==> src/rtl/m4vt_pkg.sv <==
// ----------------------------------------------------------------------------
// m4vt_pkg
// Shared types and constants for the 4x4 matrix-vector transform: fixed-point
// word types, matrix and coefficient layouts, pipeline depth, register resets.
// ----------------------------------------------------------------------------
package m4vt_pkg;

  // word and matrix geometry
  localparam int FIX_W       = 32;
  localparam int COMP_COUNT  = 4;
  localparam int ENTRY_COUNT = COMP_COUNT * COMP_COUNT;

  // configuration register file
  localparam int PAIR_COUNT = 8;
  localparam int PAIR_W     = 2 * FIX_W;
  localparam int PAIR_IDX_W = 3;
  localparam int CFG_IDX_W  = 4;

  // datapath widths: product, pair sum, full four-term sum
  localparam int PROD_W     = 2 * FIX_W;
  localparam int PAIR_SUM_W = PROD_W + 1;
  localparam int SUM_W      = PROD_W + 2;

  // register stages from input register to output register
  localparam int STAGE_COUNT = 5;

  typedef logic signed [FIX_W-1:0]      fix_t;
  typedef fix_t [COMP_COUNT-1:0]        vec_t;
  typedef vec_t [COMP_COUNT-1:0]        coef_t;
  typedef fix_t [ENTRY_COUNT-1:0]       matrix_t;
  typedef logic [PAIR_W-1:0]            pair_t;
  typedef logic signed [PROD_W-1:0]     prod_t;
  typedef logic signed [PAIR_SUM_W-1:0] pair_sum_t;
  typedef logic signed [SUM_W-1:0]      sum_t;

  localparam fix_t FIX_MAX = 32'sh7FFF_FFFF;
  localparam fix_t FIX_MIN = 32'sh8000_0000;

  // identity matrix, two entries per register
  localparam pair_t PAIR_RESET [PAIR_COUNT] = '{
    64'h0000_0000_0001_0000,
    64'h0000_0000_0000_0000,
    64'h0001_0000_0000_0000,
    64'h0000_0000_0000_0000,
    64'h0000_0000_0000_0000,
    64'h0000_0000_0001_0000,
    64'h0000_0000_0000_0000,
    64'h0001_0000_0000_0000
  };

endpackage

==> src/rtl/m4vt_cfg_regs.sv <==
// ----------------------------------------------------------------------------
// m4vt_cfg_regs
// Matrix register file: eight 64-bit registers, each holding two Q16.16
// entries, presented as a row-major array of sixteen entries.
// ----------------------------------------------------------------------------
module m4vt_cfg_regs (
  input  logic                                 clk,
  input  logic                                 rst,
  input  logic                                 cfg_write,
  input  logic [m4vt_pkg::CFG_IDX_W-1:0]       cfg_index,
  input  m4vt_pkg::pair_t                      cfg_data,
  output m4vt_pkg::matrix_t                    entries
);
  import m4vt_pkg::*;

  pair_t pairs [PAIR_COUNT];

  // register writes, indexes past the last register are dropped
  always_ff @(posedge clk) begin
    if (rst) begin
      for (int p = 0; p < PAIR_COUNT; p++) begin
        pairs[p] <= PAIR_RESET[p];
      end
    end else if (cfg_write && (cfg_index < CFG_IDX_W'(PAIR_COUNT))) begin
      pairs[cfg_index[PAIR_IDX_W-1:0]] <= cfg_data;
    end
  end

  // low half is the even entry, high half the odd one
  always_comb begin
    for (int p = 0; p < PAIR_COUNT; p++) begin
      entries[2*p]     = pairs[p][FIX_W-1:0];
      entries[2*p + 1] = pairs[p][PAIR_W-1:FIX_W];
    end
  end

endmodule

==> config.mk <==
export PLATFORM = sky130hd
export DESIGN_NAME = m4vt_cfg_regs
export DESIGN_NICKNAME = d
export VERILOG_FILES = /design/src/rtl/m4vt_pkg.sv /design/src/rtl/m4vt_cfg_regs.sv
export SDC_FILE = /design/constraint.sdc
export NUM_CORES = 1
export LEC_CHECK = 0
export BUFFER_PORTS_ARGS = -buffer_cell sky130_fd_sc_hd__buf_2
export CAP_MARGIN = 20
export CORE_AREA = 2 2 227 229
export DETAILED_ROUTE_END_ITERATION = 10
export DIE_AREA = 0 0 229 231
export PLACE_DENSITY = 0.67
export SYNTH_ARGS = -nofsm -noshare
export SYNTH_HDL_FRONTEND = slang
export SYNTH_SLANG_ARGS = --single-unit
==> constraint.sdc <==
create_clock -name clk -period 6.8 [get_ports clk]
set_input_delay 0.34 -clock clk [delete_from_list [all_inputs] [get_ports clk]]
set_output_delay 0.34 -clock clk [all_outputs]
set_load 0.01 [all_outputs]
==> results list <==
- Power per standard cell area: 294 nW/um^2
- WP data required: approximately 7 ns
- The number of antenna violations at the first check in global routing is 0.
* Post-cts sizing count: 0
* Yosys warning count: 0
* DRC Markers: 0
- Portion of the post-synthesis area used by sequential elements: around 81%
- Number of endpoints with negative hold slack in the final report: 0
- Of the total power, the share spent switching nets is about a quarter.
* DR vias: 13000
* Post-synth top flop: sky130_fd_sc_hd__edfxtp_1
* Largest registers ranked by flip-flop count: pairs x512
- CTS built an H-tree with a depth of 2.
- After detailed routing, the average wire length per cell comes to 23.0 um.
- The number of hold buffers added after CTS was 0.
- The critical path starts at rst.
- Leaving out filler cells and counting taps, the final layout contains 2481.
* Via count of the first global-routing pass: 12800
- Once placement completed, the tool counted placed cells totaling 2384.
* Diodes inserted: 0
- Clk sink count: 512
* Clk network pwr share: 39.5%
- The net count of the finished layout is 1830.
- The core region is 50700 um^2.
- The tree is rooted in a sky130_fd_sc_hd__clkbuf_16.
- Count of flip-flops with a built-in enable after synthesis: 512
- First drt pass iteration count: 7
- In this run the post-CTS setup repair buffer count came out at 0.
- 583 I/O pins were placed.
- For this design, the slowest cell found on the critical path is sky130_fd_sc_hd__o21bai_4.
- Crit path capture type: register
* Post-synth ARST share: 0%
- The worst path uses 40.7% of the clock period.
- Gate power share: under 10%
- In this run, the number of DRC markers left after iteration 0 of detailed routing was 994.
- Counting the buffers created by CTS gives 51.
- Most used standard cell by instance count after synthesis: sky130_fd_sc_hd__edfxtp_1
- Count of buffers inserted at the top-level ports: a little under 600
* GR Util All Layers: a little over a fifth
- The number of max-slew violations in the final report is 0.
- The count of nets left with antenna violations once routing finished came out at 0.
* Internal: 5420 uW
- Counting instances in the post-synthesis netlist gives the leading cell types as 512 x sky130_fd_sc_hd__edfxtp_1, 473 x sky130_fd_sc_hd__nor3_1, 76 x sky130_fd_sc_hd__clkbuf_1.
- DIE WIDTH: 229 um
- Fillers: 4396
- The cell count after synthesis came out at roughly 1200.
* Sort of element at the start of the critical path: input port
- pairs holds more flip-flops than any other register.
- Headroom to the max-slew limit came out at between 20% and 30%.
* Slowest cell delay on critical path: roughly 0.93 ns
- Critical Path, Cell by Cell: buf_2 -> or4b_4 -> o21bai_4 -> buf_4
* Cell variety after synth: 17
- Area share of the largest cell type after synthesis: 80.8%
* Setup WS post-layout: 4.04 ns
- Setup TNS: 0 ns
* Core Rows: 83
- In this run the worst path has a maximum fanout of 67.
- For this design the static power due to leakage is 0.00853 uW.
- Max-cap violations in this run came to 0.
- Summed over all instances, the cell type with the most area after synthesis is sky130_fd_sc_hd__edfxtp_1.
- The path class of the tightest hold or removal check is input port to register.
- Synthesis produced a netlist with a net count of 1290.
- Post-Synthesis Mean Instance Area: around 16 um^2
- In the post-synthesis netlist, the biggest area contributors are sky130_fd_sc_hd__edfxtp_1 81%, sky130_fd_sc_hd__nor3_1 12%, sky130_fd_sc_hd__nor3_2 1.8%.
- Vias per cell: 5.24
- Worst supply voltage drop on vdd: 0.223 mV
- Measured along the y axis, the die boundary spans 231 um.
* Area of the die: around 53000 um^2
- Number of stages on the worst hold path: 2
- Share of cells above drive strength 1: 40.5%
- Pre-CTS setup slack: 3.28 ns
* Minimum clock period after layout: 2.76 ns
- Net switching power: 1690 uW
* Maximum number of pins on one net before global-route repair: just under 90
* CTS clk-pin slew, worst paths: 0.06 ns
- Setup violations remaining at the end of the flow were counted as 0.
- The register with the most flip-flops in the layout has roughly 510 of them.
- Overflow left after global routing: 0
- Flops & latches, synth: 512
- Crit Path Class: input port to register
- TritonCTS clock tree: done
- Cell area after technology mapping: 19000 um^2
- Unrepaired setup endpoints after global routing: no
- Number of buffers between clock root and the deepest sink: 3
* Layout overhead on the synthesized area: 27.2%
- WL final: 57100 um
- The first global-routing pass estimated about 83000 um of wire.
- The worst hold path begins at cfg_data[16].
* Status: completed
- Data on the critical path arrives at its endpoint at 2.99 ns.
* Sequential group share of total power: 52.1%
* Smallest hold slack: 0.0751 ns
* Slew @ Worst Pin: 1.13 ns
- Worst Hold Endpoint: pairs[0][16]
- The congestion estimate from routability-driven global placement came to 0.797.
* Post-layout utilization of the core: 47.8%
- The initial utilization of the core area, before any placement, comes to 37.6%.
- Based on the critical path, the design can be clocked at up to 0.362 GHz.
- Hpwl dp: 34800 um
==> routing by layer <==
layer | GRT usage, % | routed length, um | vias up
li1 | - | - | 5711
met4 | 6.39 | 1500 | 0
met1 | 27.6 | 22700 | 6502
met2 | 33.5 | 27600 | 689
met5 | 0 | 0 | -
met3 | 5.83 | 5290 | 97
==> per-stage QoR <==
step	instance area (um^2)	power (uW)
after detailed placement	22500	4370
after global placement	22500	4360
after floorplan	19000	4050
after CTS	24200	7150
final	24200	7110
after global routing	24200	7300
==> power groups by stage <==
| stage | Clock (uW) | Combinational [uW] | Sequential [uW] |
|---|---|---|---|
| detailed placement | 0 | 595 | 3770 |
| finish | 2810 | 593 | 3700 |
| CTS | 2850 | 596 | 3710 |
| global route | 2950 | 628 | 3720 |
| floorplan | 0 | 164 | 3880 |
| global placement | 0 | 589 | 3770 |
==> placed cells by master (no fill, tap or decap), types with 4 or more instances in the layout <==
cell type                   count
sky130_fd_sc_hd__nor3_2        35
sky130_fd_sc_hd__clkinv_1      75
sky130_fd_sc_hd__or3_1          4
sky130_fd_sc_hd__clkbuf_1       6
sky130_fd_sc_hd__inv_6          4
sky130_fd_sc_hd__edfxtp_1     512
sky130_fd_sc_hd__nor3_1       473
sky130_fd_sc_hd__clkbuf_16     51
sky130_fd_sc_hd__clkinv_2      11
sky130_fd_sc_hd__o21bai_4       8
sky130_fd_sc_hd__buf_4         20
sky130_fd_sc_hd__buf_2        582
sky130_fd_sc_hd__bufinv_16      6
==> how the worst max path moves through the flow <==
| stage | endpoint | slack [ns] | cells after the start |
|---|---|---|---|
| floorplan | pairs[4][0] | 1.94 | 6 |
| global placement | pairs[2][31] | 3.36 | 4 |
| detailed placement | pairs[2][42] | 3.28 | 4 |
| CTS | pairs[2][25] | 3.91 | 4 |
| global route | pairs[3][43] | 3.88 | 4 |
| finish | pairs[3][43] | 4.04 | 4 |
==> area by class of cell <==
class	instances	area, um^2	area share (%)
Clock buffer	57	1300	5.37
Clock inverter	38	354	1.46
Inverter	64	240	0.992
Multi-Input combinational cell	526	2980	12.3
Sequential cell	512	15400	63.5
Tap cell	680	851	3.51
Timing Repair Buffer	604	3100	12.8
==> critical path, delay by kind of cell <==
family          cells  cell delay [ns]
compound gates      1             0.93
buf+inv             2             0.76
simple gates        1             0.88
==> logic make-up after synthesis <==
logic type,synth area share (%)
AO/OA/AOI/OAI,0.316
flip-flops,80.8
buffers and inverters,4.23
AND/OR/NAND/NOR,14.7
Power figures use the tool's default switching activity.
